===== src/rtl/kts_pkg.sv =====
// kts_pkg: shared types, constants and helper functions of the keyword token scanner
// depends on nothing; used by kts_lexer, kts_result_fifo, keyword_token_scanner_core and its test bench

package kts_pkg;

	localparam int MaxTokenLength = 255;
	localparam int RunW           = $clog2(MaxTokenLength + 1);
	localparam int MaxPerItem     = 3;
	localparam int FifoDepth      = 8;
	localparam int FifoPtrW       = $clog2(FifoDepth);
	localparam int NumKeywords    = 6;

	typedef logic [RunW-1:0]     run_t;
	typedef logic [FifoPtrW-1:0] ptr_t;
	typedef logic [FifoPtrW:0]   cnt_t;

	typedef enum logic [4:0] {
		K_TAGS     = 5'd0,
		K_BEGIN    = 5'd1,
		K_SEQUENCE = 5'd2,
		K_INTEGER  = 5'd3,
		K_DATE     = 5'd4,
		K_END      = 5'd5,
		K_RANGE    = 5'd6,
		K_ASSIGN   = 5'd7,
		K_LBRACE   = 5'd8,
		K_RBRACE   = 5'd9,
		K_COMMA    = 5'd10,
		K_LPAREN   = 5'd11,
		K_RPAREN   = 5'd12,
		K_TYPEREF  = 5'd13,
		K_IDENT    = 5'd14,
		K_NUMBER   = 5'd15,
		K_INVALID  = 5'd16,
		K_TAB      = 5'd17,
		K_LF       = 5'd18,
		K_VT       = 5'd19,
		K_FF       = 5'd20,
		K_CR       = 5'd21,
		K_SPACE    = 5'd22,
		K_BAR      = 5'd23
	} kind_t;

	typedef enum logic [5:0] {
		MODE_IDLE   = 6'b000001,
		MODE_WORD   = 6'b000010,
		MODE_NUM    = 6'b000100,
		MODE_COLON1 = 6'b001000,
		MODE_COLON2 = 6'b010000,
		MODE_DOT    = 6'b100000
	} mode_t;

	typedef struct packed {
		kind_t      kind;
		logic [7:0] len;
		logic [7:0] bad;
	} tok_t;

	typedef struct packed {
		logic [1:0]       count;
		tok_t [MaxPerItem-1:0] tok;
	} bundle_t;

	typedef struct packed {
		tok_t tok;
		logic last;
	} entry_t;

	typedef struct packed {
		logic room;
		logic empty;
	} fifo_stat_t;

	localparam logic [7:0] KwText [NumKeywords][8] = '{
		'{"T", "A", "G", "S", 8'h00, 8'h00, 8'h00, 8'h00},
		'{"B", "E", "G", "I", "N", 8'h00, 8'h00, 8'h00},
		'{"S", "E", "Q", "U", "E", "N", "C", "E"},
		'{"I", "N", "T", "E", "G", "E", "R", 8'h00},
		'{"D", "A", "T", "E", 8'h00, 8'h00, 8'h00, 8'h00},
		'{"E", "N", "D", 8'h00, 8'h00, 8'h00, 8'h00, 8'h00}
	};

	localparam logic [3:0] KwLen [NumKeywords] = '{4'd4, 4'd5, 4'd8, 4'd7, 4'd4, 4'd3};

	function automatic logic is_upper(input logic [7:0] b);
		return b inside {["A":"Z"]};
	endfunction

	function automatic logic is_letter(input logic [7:0] b);
		return b inside {["A":"Z"], ["a":"z"]};
	endfunction

	function automatic logic is_digit(input logic [7:0] b);
		return b inside {["0":"9"]};
	endfunction

	function automatic logic is_word_char(input logic [7:0] b);
		return is_letter(b) || is_digit(b) || (b == "-");
	endfunction

	function automatic logic [7:0] sat_len(input run_t run);
		logic [7:0] r;
		if (run > run_t'(255)) begin
			r = 8'hff;
		end else begin
			r = run[7:0];
		end
		return r;
	endfunction

	function automatic tok_t mk_tok(input kind_t kind, input logic [7:0] len,
			input logic [7:0] bad);
		tok_t t;
		t.kind = kind;
		t.len  = len;
		t.bad  = bad;
		return t;
	endfunction

	// drop every keyword that cannot match byte b at position pos
	function automatic logic [NumKeywords-1:0] narrow(input logic [NumKeywords-1:0] cand,
			input run_t pos, input logic [7:0] b);
		logic [NumKeywords-1:0] c;
		c = cand;
		for (int k = 0; k < NumKeywords; k++) begin
			if (pos >= run_t'(KwLen[k])) begin
				c[k] = 1'b0;
			end else if (KwText[k][pos[2:0]] != b) begin
				c[k] = 1'b0;
			end
		end
		return c;
	endfunction

	function automatic tok_t word_tok(input logic [NumKeywords-1:0] cand, input run_t run,
			input logic up);
		kind_t kind;
		kind = up ? K_TYPEREF : K_IDENT;
		for (int k = NumKeywords - 1; k >= 0; k--) begin
			if (cand[k] && (run == run_t'(KwLen[k]))) begin
				kind = kind_t'(5'(k));
			end
		end
		return mk_tok(kind, sat_len(run), 8'h00);
	endfunction

	// one-byte tokens; anything unlisted is invalid and carries the byte
	function automatic tok_t single_tok(input logic [7:0] b);
		tok_t t;
		t = mk_tok(K_INVALID, 8'd1, 8'h00);
		case (b)
			8'h20:   t.kind = K_SPACE;
			8'h09:   t.kind = K_TAB;
			8'h0a:   t.kind = K_LF;
			8'h0b:   t.kind = K_VT;
			8'h0c:   t.kind = K_FF;
			8'h0d:   t.kind = K_CR;
			"{":     t.kind = K_LBRACE;
			"}":     t.kind = K_RBRACE;
			",":     t.kind = K_COMMA;
			"(":     t.kind = K_LPAREN;
			")":     t.kind = K_RPAREN;
			"|":     t.kind = K_BAR;
			default: t.bad  = b;
		endcase
		return t;
	endfunction

endpackage


===== src/rtl/kts_lexer.sv =====
// kts_lexer: scanner state and the per-byte decode that yields up to three tokens
// depends on kts_pkg

module kts_lexer (
	input  logic              clk,
	input  logic              arst_n,
	input  logic              adv,
	input  logic [7:0]        byte_s1,
	input  logic              eoi_s1,
	output kts_pkg::bundle_t  bundle,
	output logic              idle
);

	kts_pkg::mode_t                       mode_q, mode_d;
	kts_pkg::run_t                        run_q, run_d;
	logic [kts_pkg::NumKeywords-1:0]      cand_q, cand_d;
	logic                                 up_q, up_d;
	logic                                 redo;
	logic [1:0]                           n;
	kts_pkg::tok_t [kts_pkg::MaxPerItem-1:0] res;
	kts_pkg::tok_t                        empty_bad;

	assign empty_bad = kts_pkg::mk_tok(kts_pkg::K_INVALID, 8'd0, 8'h00);

	always_comb begin
		mode_d = mode_q;
		run_d  = run_q;
		cand_d = cand_q;
		up_d   = up_q;
		n      = 2'd0;
		res    = '0;
		redo   = 1'b1;

		case (mode_q)
			kts_pkg::MODE_WORD: begin
				if (kts_pkg::is_word_char(byte_s1)) begin
					cand_d = kts_pkg::narrow(cand_d, run_d, byte_s1);
					if (run_d < kts_pkg::run_t'(kts_pkg::MaxTokenLength)) begin
						run_d = run_d + kts_pkg::run_t'(1);
					end
					redo = 1'b0;
				end else begin
					res[n] = kts_pkg::word_tok(cand_d, run_d, up_d);
					n      = n + 2'd1;
					mode_d = kts_pkg::MODE_IDLE;
					run_d  = '0;
				end
			end
			kts_pkg::MODE_NUM: begin
				if (kts_pkg::is_digit(byte_s1)) begin
					if (run_d < kts_pkg::run_t'(kts_pkg::MaxTokenLength)) begin
						run_d = run_d + kts_pkg::run_t'(1);
					end
					redo = 1'b0;
				end else begin
					res[n] = kts_pkg::mk_tok(kts_pkg::K_NUMBER, kts_pkg::sat_len(run_d), 8'h00);
					n      = n + 2'd1;
					mode_d = kts_pkg::MODE_IDLE;
					run_d  = '0;
				end
			end
			kts_pkg::MODE_COLON1: begin
				if (byte_s1 == ":") begin
					mode_d = kts_pkg::MODE_COLON2;
					redo   = 1'b0;
				end else begin
					res[n] = empty_bad;
					n      = n + 2'd1;
					mode_d = kts_pkg::MODE_IDLE;
					run_d  = '0;
				end
			end
			kts_pkg::MODE_COLON2: begin
				if (byte_s1 == "=") begin
					res[n] = kts_pkg::mk_tok(kts_pkg::K_ASSIGN, 8'd3, 8'h00);
					n      = n + 2'd1;
					mode_d = kts_pkg::MODE_IDLE;
					run_d  = '0;
					redo   = 1'b0;
				end else if (byte_s1 == ":") begin
					res[n] = empty_bad;
					n      = n + 2'd1;
					redo   = 1'b0;
				end else begin
					res[n] = empty_bad;
					n      = n + 2'd1;
					res[n] = empty_bad;
					n      = n + 2'd1;
					mode_d = kts_pkg::MODE_IDLE;
					run_d  = '0;
				end
			end
			kts_pkg::MODE_DOT: begin
				if (byte_s1 == ".") begin
					res[n] = kts_pkg::mk_tok(kts_pkg::K_RANGE, 8'd2, 8'h00);
					n      = n + 2'd1;
					redo   = 1'b0;
				end else begin
					res[n] = empty_bad;
					n      = n + 2'd1;
				end
				mode_d = kts_pkg::MODE_IDLE;
				run_d  = '0;
			end
			default: begin
				mode_d = kts_pkg::MODE_IDLE;
				run_d  = '0;
			end
		endcase

		if (redo) begin
			if (kts_pkg::is_letter(byte_s1)) begin
				mode_d = kts_pkg::MODE_WORD;
				cand_d = kts_pkg::narrow('1, '0, byte_s1);
				run_d  = kts_pkg::run_t'(1);
				up_d   = kts_pkg::is_upper(byte_s1);
			end else if (kts_pkg::is_digit(byte_s1)) begin
				mode_d = kts_pkg::MODE_NUM;
				run_d  = kts_pkg::run_t'(1);
			end else if (byte_s1 == ":") begin
				mode_d = kts_pkg::MODE_COLON1;
			end else if (byte_s1 == ".") begin
				mode_d = kts_pkg::MODE_DOT;
			end else begin
				res[n] = kts_pkg::single_tok(byte_s1);
				n      = n + 2'd1;
			end
		end

		// flush whatever is pending at end of input
		if (eoi_s1) begin
			case (mode_d)
				kts_pkg::MODE_WORD: begin
					res[n] = kts_pkg::word_tok(cand_d, run_d, up_d);
					n      = n + 2'd1;
				end
				kts_pkg::MODE_NUM: begin
					res[n] = kts_pkg::mk_tok(kts_pkg::K_NUMBER, kts_pkg::sat_len(run_d), 8'h00);
					n      = n + 2'd1;
				end
				kts_pkg::MODE_COLON1, kts_pkg::MODE_DOT: begin
					res[n] = empty_bad;
					n      = n + 2'd1;
				end
				kts_pkg::MODE_COLON2: begin
					res[n] = empty_bad;
					n      = n + 2'd1;
					res[n] = empty_bad;
					n      = n + 2'd1;
				end
				default: begin
				end
			endcase
			mode_d = kts_pkg::MODE_IDLE;
			run_d  = '0;
		end
	end

	always_ff @(posedge clk or negedge arst_n) begin
		if (!arst_n) begin
			mode_q <= kts_pkg::MODE_IDLE;
			run_q  <= '0;
			cand_q <= '1;
			up_q   <= 1'b0;
		end else if (adv) begin
			mode_q <= mode_d;
			run_q  <= run_d;
			cand_q <= cand_d;
			up_q   <= up_d;
		end
	end

	assign bundle.count = n;
	assign bundle.tok   = res;
	assign idle         = (mode_q == kts_pkg::MODE_IDLE);

endmodule


===== src/rtl/kts_result_fifo.sv =====
// kts_result_fifo: result queue taking up to three tokens per cycle, giving one per cycle
// depends on kts_pkg

module kts_result_fifo (
	input  logic                clk,
	input  logic                arst_n,
	input  logic                push,
	input  kts_pkg::bundle_t    bundle,
	input  logic                pop,
	output kts_pkg::entry_t     head,
	output kts_pkg::fifo_stat_t stat
);

	kts_pkg::entry_t mem [kts_pkg::FifoDepth];
	kts_pkg::entry_t head_q;
	kts_pkg::ptr_t   wr_ptr_q, rd_ptr_q;
	kts_pkg::cnt_t   count_q;
	logic [1:0]      n_push;

	assign n_push = push ? bundle.count : 2'd0;

	always_ff @(posedge clk) begin
		for (int i = 0; i < kts_pkg::MaxPerItem; i++) begin
			if (push && (2'(i) < bundle.count)) begin
				mem[wr_ptr_q + kts_pkg::ptr_t'(i)] <= {bundle.tok[i], (2'(i + 1) == bundle.count)};
			end
		end
		// head comes straight from the incoming tokens when nothing older is left
		if (count_q == kts_pkg::cnt_t'(pop)) begin
			head_q <= {bundle.tok[0], (bundle.count == 2'd1)};
		end else begin
			head_q <= mem[rd_ptr_q + kts_pkg::ptr_t'(pop)];
		end
	end

	always_ff @(posedge clk or negedge arst_n) begin
		if (!arst_n) begin
			wr_ptr_q <= '0;
			rd_ptr_q <= '0;
			count_q  <= '0;
		end else begin
			wr_ptr_q <= wr_ptr_q + kts_pkg::ptr_t'(n_push);
			if (pop) begin
				rd_ptr_q <= rd_ptr_q + kts_pkg::ptr_t'(1);
			end
			count_q <= count_q + kts_pkg::cnt_t'(n_push) - kts_pkg::cnt_t'(pop);
		end
	end

	assign head       = head_q;
	assign stat.empty = (count_q == '0);
	assign stat.room  = (count_q <= kts_pkg::cnt_t'(kts_pkg::FifoDepth - kts_pkg::MaxPerItem));

endmodule


===== src/rtl/keyword_token_scanner_core.sv =====
// keyword_token_scanner_core: top level of the byte-stream keyword token scanner
// depends on kts_pkg, kts_lexer and kts_result_fifo
//
//   channel | handshake            | payload
//   --------+----------------------+----------------------------------------------
//   in      | in_valid / in_ready  | in_byte, end_of_input
//   out     | out_valid/ out_ready | token_kind, token_length, bad_byte, last_of_run
//
// one byte per cycle: an item is registered, then decoded, and its 0..3 tokens land in an
// 8-entry result queue; the first token shows once the head register of the queue loads it
// the queue drains one token per cycle, so bytes giving several tokens or a stalled
// output side hold the input off once fewer than three queue slots are free
// reset puts the scanner idle with an empty queue

module keyword_token_scanner_core (
	input  logic       clk,
	input  logic       arst_n,
	input  logic       in_valid,
	output logic       in_ready,
	input  logic [7:0] in_byte,
	input  logic       end_of_input,
	output logic       out_valid,
	input  logic       out_ready,
	output logic [4:0] token_kind,
	output logic [7:0] token_length,
	output logic [7:0] bad_byte,
	output logic       last_of_run
);

	logic                valid_s1;
	logic [7:0]          byte_s1;
	logic                eoi_s1;
	logic                adv;
	logic                idle;
	kts_pkg::bundle_t    bundle;
	kts_pkg::entry_t     head;
	kts_pkg::fifo_stat_t stat;

	assign adv      = valid_s1 && stat.room;
	assign in_ready = !valid_s1 || adv;

	always_ff @(posedge clk or negedge arst_n) begin
		if (!arst_n) begin
			valid_s1 <= 1'b0;
		end else if (in_ready) begin
			valid_s1 <= in_valid;
		end
	end

	always_ff @(posedge clk) begin
		if (in_valid && in_ready) begin
			byte_s1 <= in_byte;
			eoi_s1  <= end_of_input;
		end
	end

	kts_lexer u_lexer (
		.clk     (clk),
		.arst_n  (arst_n),
		.adv     (adv),
		.byte_s1 (byte_s1),
		.eoi_s1  (eoi_s1),
		.bundle  (bundle),
		.idle    (idle)
	);

	kts_result_fifo u_fifo (
		.clk    (clk),
		.arst_n (arst_n),
		.push   (adv),
		.bundle (bundle),
		.pop    (out_valid && out_ready),
		.head   (head),
		.stat   (stat)
	);

	assign out_valid    = !stat.empty;
	assign token_kind   = head.tok.kind;
	assign token_length = head.tok.len;
	assign bad_byte     = head.tok.bad;
	assign last_of_run  = head.last;

	a_accept_loads: assert property (@(posedge clk) disable iff (!arst_n)
		in_valid && in_ready |=> valid_s1)
		else $error("accepted item not held in input stage");

	a_eoi_idle: assert property (@(posedge clk) disable iff (!arst_n)
		adv && eoi_s1 |=> idle)
		else $error("scanner not idle after end of input");

	a_tokens_visible: assert property (@(posedge clk) disable iff (!arst_n)
		adv && (bundle.count != 2'd0) |=> out_valid)
		else $error("pushed tokens not visible at output");

endmodule


===== config.mk =====
export PLATFORM = sky130hd
export DESIGN_NAME = keyword_token_scanner_core
export DESIGN_NICKNAME = d
export VERILOG_FILES = /design/src/rtl/kts_pkg.sv /design/src/rtl/kts_lexer.sv /design/src/rtl/kts_result_fifo.sv /design/src/rtl/keyword_token_scanner_core.sv
export SDC_FILE = /design/constraint.sdc
export NUM_CORES = 1
export LEC_CHECK = 0
export BUFFER_PORTS_ARGS = -buffer_cell sky130_fd_sc_hd__buf_4
export CAP_MARGIN = 20
export CORE_AREA = 2 2 209 160
export CTS_BUF_LIST = sky130_fd_sc_hd__clkbuf_8
export DETAILED_ROUTE_END_ITERATION = 10
export DIE_AREA = 0 0 211 162
export GPL_ROUTABILITY_DRIVEN = 0
export GPL_TIMING_DRIVEN = 0
export PLACE_DENSITY = 0.69
export REMOVE_ABC_BUFFERS = 1
export SLEW_MARGIN = 40
export SYNTH_ARGS = -nofsm -noshare
export SYNTH_HDL_FRONTEND = slang
export SYNTH_SLANG_ARGS = --single-unit

===== constraint.sdc =====
create_clock -name clk -period 10.55 [get_ports clk]
set_input_delay 2.6375 -clock clk [delete_from_list [all_inputs] [get_ports clk]]
set_output_delay 2.6375 -clock clk [all_outputs]
set_load 0.02 [all_outputs]

### Word-level counts from Yosys, hierarchy flattened

Memory sizes are Yosys's and may differ from the RTL's.
Cells that the tools add are included.
Widths: inputs -> output; s select.

| cells by class | value |
|---|---|
| $add $sub $neg | 11 |
| $lt $le $gt $ge | 25 |
| equality and inequality tests | 53 |
| mux-type cells | 143 |
| bitwise logic cells | 7 |
| reductions and logical operators | 34 |

Operators with widths:

| kind | number |
|---|---|
| $mux 63 | 6 |
| $mux 8 | 33 |
| $pmux 63 s4 | 1 |
| $bwmux 63 | 3 |
| $mux 21 | 9 |
| $demux 21 s2 | 3 |
| $and 60x60->60 | 2 |
| $not 60->60 | 2 |
| $pmux 21 s5 | 1 |
| $mux 5 | 20 |
| $mux 6 | 14 |
| $eq 8x6->1 const B | 8 |
| $pmux 5 s12 | 1 |
| $eq 8x4->1 const B | 7 |
| $eq 8x3->1 const B | 6 |
| $ne 7x8->1 const A | 6 |
| $ne 8x8->1 | 6 |
| $mux 1 | 34 |
| $pmux 8 s4 | 1 |
| $eq 8x7->1 const B | 3 |
| $ge 8x3->1 const B | 3 |
| $logic_and 1x1->1 | 24 |
| $pmux 6 s4 | 1 |
| $mux 2 | 11 |
| 46 further kinds | 68 |

| storage, ports and cells | value |
|---|---|
| bits in registers | 63 |
| bits in writable memories | 176 |
| bits in read-only memories | 384 |
| input bits | 13 |
| word-level logic and storage cells | 294 |
| memories | 7 |

Memories:

| name | depth | width | rd ports | clocked after Yosys merged registers in | write ports | RTL line | RTL |
|---|---|---|---|---|---|---|---|
| u_fifo.mem | 8 | 22 | 1 | 0 | 3 | kts_result_fifo.sv:14 | `kts_pkg::entry_t mem [kts_pkg::FifoDepth];` |
| (name not given) | 8 | 8 | 1 | 0 | 0 | kts_pkg.sv:128 | `end else if (KwText[k][pos[2:0]] != b) begin` |
| (name not given) | 8 | 8 | 1 | 0 | 0 | kts_pkg.sv:128 |  |
| (name not given) | 8 | 8 | 1 | 0 | 0 | kts_pkg.sv:128 |  |
| (name not given) | 8 | 8 | 1 | 0 | 0 | kts_pkg.sv:128 |  |
| (name not given) | 8 | 8 | 1 | 0 | 0 | kts_pkg.sv:128 |  |
| 1 more memories | n/a | n/a | n/a | n/a | n/a | n/a |  |

### Depth between registers and ports, before layout

| depth | value |
|---|---|
| word-level depth | 24 |
| mapped depth | 22 |
| mapped depth without buffers | 18 |

### By module

A second synthesis with hierarchy kept.

| unflattened totals | value |
|---|---|
| cell total of the unflattened synthesis | 1989 |
| area total of the unflattened synthesis | 16590.9 um^2 |

By module, submodules not included:

| module | instances | cells an instance | area an instance (um^2) | seq. area each (um^2) |
|---|---|---|---|---|
| kts_result_fifo | 1 | 1346 | 12017.8 | 5975.7 |
| kts_lexer | 1 | 627 | 4232.8 | 534.3 |
| keyword_token_scanner_core | 1 | 16 | 340.3 | 295.3 |

### Worst setup path before layout

Ideal clock, no wire load.

| timing path | value |
|---|---|
| path type | flip-flop to flip-flop |
| start point | register u_lexer.mode_q[1] |
| end point | memory u_fifo.mem[2][0] (netlist bit), enable pin |
| library setup time | 0.432 ns |
| data arrival time | 5.250 ns |
| data required time | 10.118 ns |
| slack | 4.868 ns |
| cell stages (with the launch flop) | 18 |
| path through | dfrtp_1 -> buf_2 -> or4_4 -> or3b_2 -> o21ai_0 -> nor3_1 -> ha_1 -> and3_1 -> o21ai_1 -> ha_1 -> clkbuf_1 -> nor2_1 -> nor2_1 -> a211oi_2 -> nor2_1 -> maj3_1 -> nand2_1 -> o21ai_0 |

RTL lines:

| item | RTL line | RTL |
|---|---|---|
| start: declaration | kts_lexer.sv:14 | `kts_pkg::mode_t mode_q, mode_d;` |
| start signal: assignment | kts_lexer.sv:161 | `mode_q <= kts_pkg::MODE_IDLE;` |
| start signal: assignment | kts_lexer.sv:166 | `mode_q <= mode_d;` |
| end: declaration | kts_result_fifo.sv:14 |  |

==> results.tsv <==
stage	metric	value	unit
placement	placed_cells	1939	
drt	vias	14700	
setup_path	cp.depth	16	
synthesis	yosysSeqAreaShare	0.430	
global_route	grt_antenna_before_repair	1	
timing	tightest_slew	0.975	ns
timing	rsz0062_at_grt	no	
setup_path	worstPathArrival	7.48	ns
floorplanning	die_w	211	um
clock_tree	cts.sinks	239	
timing	fmax	0.138	GHz
setup_path	cp_slowest_cell	or4_2	
clock_tree	path_clk_slew	0.08	ns
timing	hold_ws	0.493	ns
timing	relSlewSlack	0.350	
global_route	grt_pass1_vias	13800	
pwr	p_leak	5.96	nW
clock_tree	cts_buffers	41	
timing	finClkSkew	0.0402	ns
timing	setup_viol	0	
floorplanning	die_h	162	um
setup_path	r2r_cells	16	
drt	drtIter0Drc	2556	
placement	dp_hpwl	37900	um
clock_tree	ctsResizeCount	0	
clock_tree	htreeDepth	2	
setup_path	critPathBufInv	1	
timing	slew_violations	0	
placement	io_buffers	36	
timing	hold_violations	0	
synthesis	syn_area	15800	um^2
global_route	grt_usage	0.319	
drt	drt_first_pass_iters	6	
floorplanning	core_area	32000	um^2
min_path	min_path_cells	2	
final_layout	nNetsFinal	1615	
global_route	grt_pass1_wl	82500	um
job	drv_cap	0	
setup_path	crit_path_cell_trace	buf_8 > or4b_1 > nor2_1 > a2111oi_4 > nor3_1 > ha_1 > and3_1 > o21ai_1 > ha_1 > nor2_1 > nor2_1 > a211o_1 > nand2_2 > or4_2 > nand2_1 > o221ai_1	
final_layout	synthToLayoutAreaGrowth	11.5	%
setup_path	cp_max_fo	20	
setup_path	critical-path-top-delay-family	simple AND/OR/NAND/NOR gates	
floorplanning	die-area	34200	um^2
clock_tree	clockRootBuffer	clkbuf_8	
final_layout	final_cell_mix	nand2_1 (217), edfxtp_1 (185), o221ai_1 (118), nor2_1 (91), o21ai_0 (90)	
final_layout	drive_gt1_frac	0.189	
floorplanning	row_count	57	
global_route	grt_max_degree	35	
timing	fin_crit_sh	0.685	
clock_tree	post_cts_buffers	0	
min_path	hold_path.class	flip-flop to flip-flop	
synthesis	synth-edff-count	185	
setup_path	critPathCaptureType	flip-flop	
synthesis	synth_ff_type	edfxtp_1	
floorplanning	io_pins	37	
global_route	grt_overflow	0	
final_layout	postLayoutCoreUtil	0.551	
final_layout	nFillCells	2768	
timing	post-route-min-period	7.22	ns
setup_path	max_stage_delay	1.09	ns
clock_tree	clk_path_buf_depth	3	
drt	postRouteAntennaNets	0	
setup_path	critical_path_required	10.81	ns
drt	drc	0	
pwr	p_total	4.41	mW
setup_path	worstSetupPathType	flip-flop to flip-flop	
synthesis	syn-instance-count	1581	
synthesis	synthDistinctLibCells	105	
drt	wl	55000	um
final_layout	final_common_cell	nand2_1	
final_layout	final_cells	2018	
synthesis	yosys_warnings	0	
pwr	power_density	250	nW/um^2
synthesis	async_flop_share	0.134	
status	outcome	finished clean	
clock_tree	clk_latency	0.61	ns
drt	wl_per_cell	27.3	um
drt	vias_per_cell	7.29	
clock_tree	cts_tree	yes	
final_layout	antenna_cells	0	
floorplanning	initial_core_util	0.494	
setup_path	cp_common_cell	nor2_1	
clock_tree	cts_hold_buf	0	
synthesis	avgSynthCellArea	10.0	um^2
pwr	ir_drop	224	uV
synthesis	ys_seq_elements	239	
setup_path	crit_path_start_kind	flip-flop	
-- cell usage after synthesis (all sizes together) (25+ instances only) --
library cell / count / share of area
o21ai: 117 / 0.038
o211ai: 32 / 0.015
nor3: 29 / 0.0095
a21oi: 46 / 0.015
o221ai: 118 / 0.065
dfrtp: 25 / 0.040
nor2: 94 / 0.022
ha: 28 / 0.022
buf: 52 / 0.017
mux4: 44 / 0.063
nand2: 222 / 0.053
clkbuf: 88 / 0.021
inv: 27 / 0.0064
nand3: 56 / 0.018
edfxtp: 185 / 0.35
-- state kept, by name, indices dropped and copies added, names as in the netlist --
signal,flops
byte_s1,8
eoi_s1,1
u_fifo.count_q,4
u_fifo.head,22
u_fifo.mem,176
u_fifo.rd_ptr_q,3
u_fifo.wr_ptr_q,3
u_lexer.cand_q,6
u_lexer.mode_q,6
u_lexer.run_q,8
u_lexer.up_q,1
valid_s1,1
-- path summary, 6_finish.rpt --
kind	startpoint	endpoint	slack, ns
worst max register to register	byte_s1[7]	u_fifo.mem[3][13]	3.33
worst min register to register	u_lexer.cand_q[1]	u_lexer.cand_q[1]	0.49
worst min-delay path	u_lexer.cand_q[1]	u_lexer.cand_q[1]	0.49
worst max-delay path	byte_s1[7]	u_fifo.mem[3][13]	3.33
min in group asynchronous	arst_n	u_lexer.run_q[7]	1.98
max in group asynchronous	arst_n	u_lexer.cand_q[2]	8.18
-- metrics by stage --
stage | setup WS [ns] | instance area [um^2] | TNS [ns]
2_1_floorplan | 3.94 | 15200 | 0
3_3_place_gp | -0.253 | 16000 | -5.50
3_5_place_dp | 3.70 | 16800 | 0
4_1_cts | 3.62 | 17600 | 0
5_1_grt | 3.23 | 17600 | 0
6_report | 3.33 | 17600 | 0
-- routing by layer --
layer | wire length (um) | up-vias | global-route usage
li1 | - | 6217 | -
met1 | 21500 | 6997 | 0.452
met2 | 22800 | 1261 | 0.453
met3 | 8310 | 229 | 0.0980
met4 | 2320 | 2 | 0.131
met5 | 37 | - | 0
-- power by group --
part	total, mW	internal [mW]	switching (mW)
clock network	0.818	0.400	0.418
logic	2.14	0.881	1.26
registers	1.44	1.32	0.124
-- cells by family (layout without fill, tap and decap cells) --
| logic type | after synthesis | in the layout | synth area share |
|---|---|---|---|
| DFF | 239 | 239 | 0.430 |
| muxes | 72 | 72 | 0.0819 |
| adders and majority gates | 31 | 31 | 0.0253 |
| and+or+nand+nor | 553 | 553 | 0.173 |
| AOI/OAI and AO/OA | 491 | 491 | 0.231 |
| buffers and inverters | 168 | 192 | 0.0441 |
| xor gates and xnor gates | 27 | 27 | 0.0149 |
-- layout make-up --
class                           instances  area [um^2]  area share
Timing Repair Buffer                   88          860      0.0487
Multi-Input combinational cell       1174         8590       0.487
Tap cell                              413          517      0.0293
Clock inverter                         34          180      0.0102
Sequential cell                       239         6810       0.386
Inverter                               28          105     0.00596
Clock buffer                           42          578      0.0328
-- worst register-to-register path, stage by stage (launching register included) --
cell and delay [ns]:
edfxtp_1 0.65, buf_8 0.27, or4b_1 0.60, nor2_1 0.35, a2111oi_4 0.12, nor3_1 0.40
ha_1 0.32, and3_1 0.14, o21ai_1 0.56, ha_1 0.41, nor2_1 0.08, nor2_1 0.16
a211o_1 0.25, nand2_2 0.35, or4_2 1.10, nand2_1 0.81, o221ai_1 0.32
No activity file was read; power rests on OpenSTA's default activity.
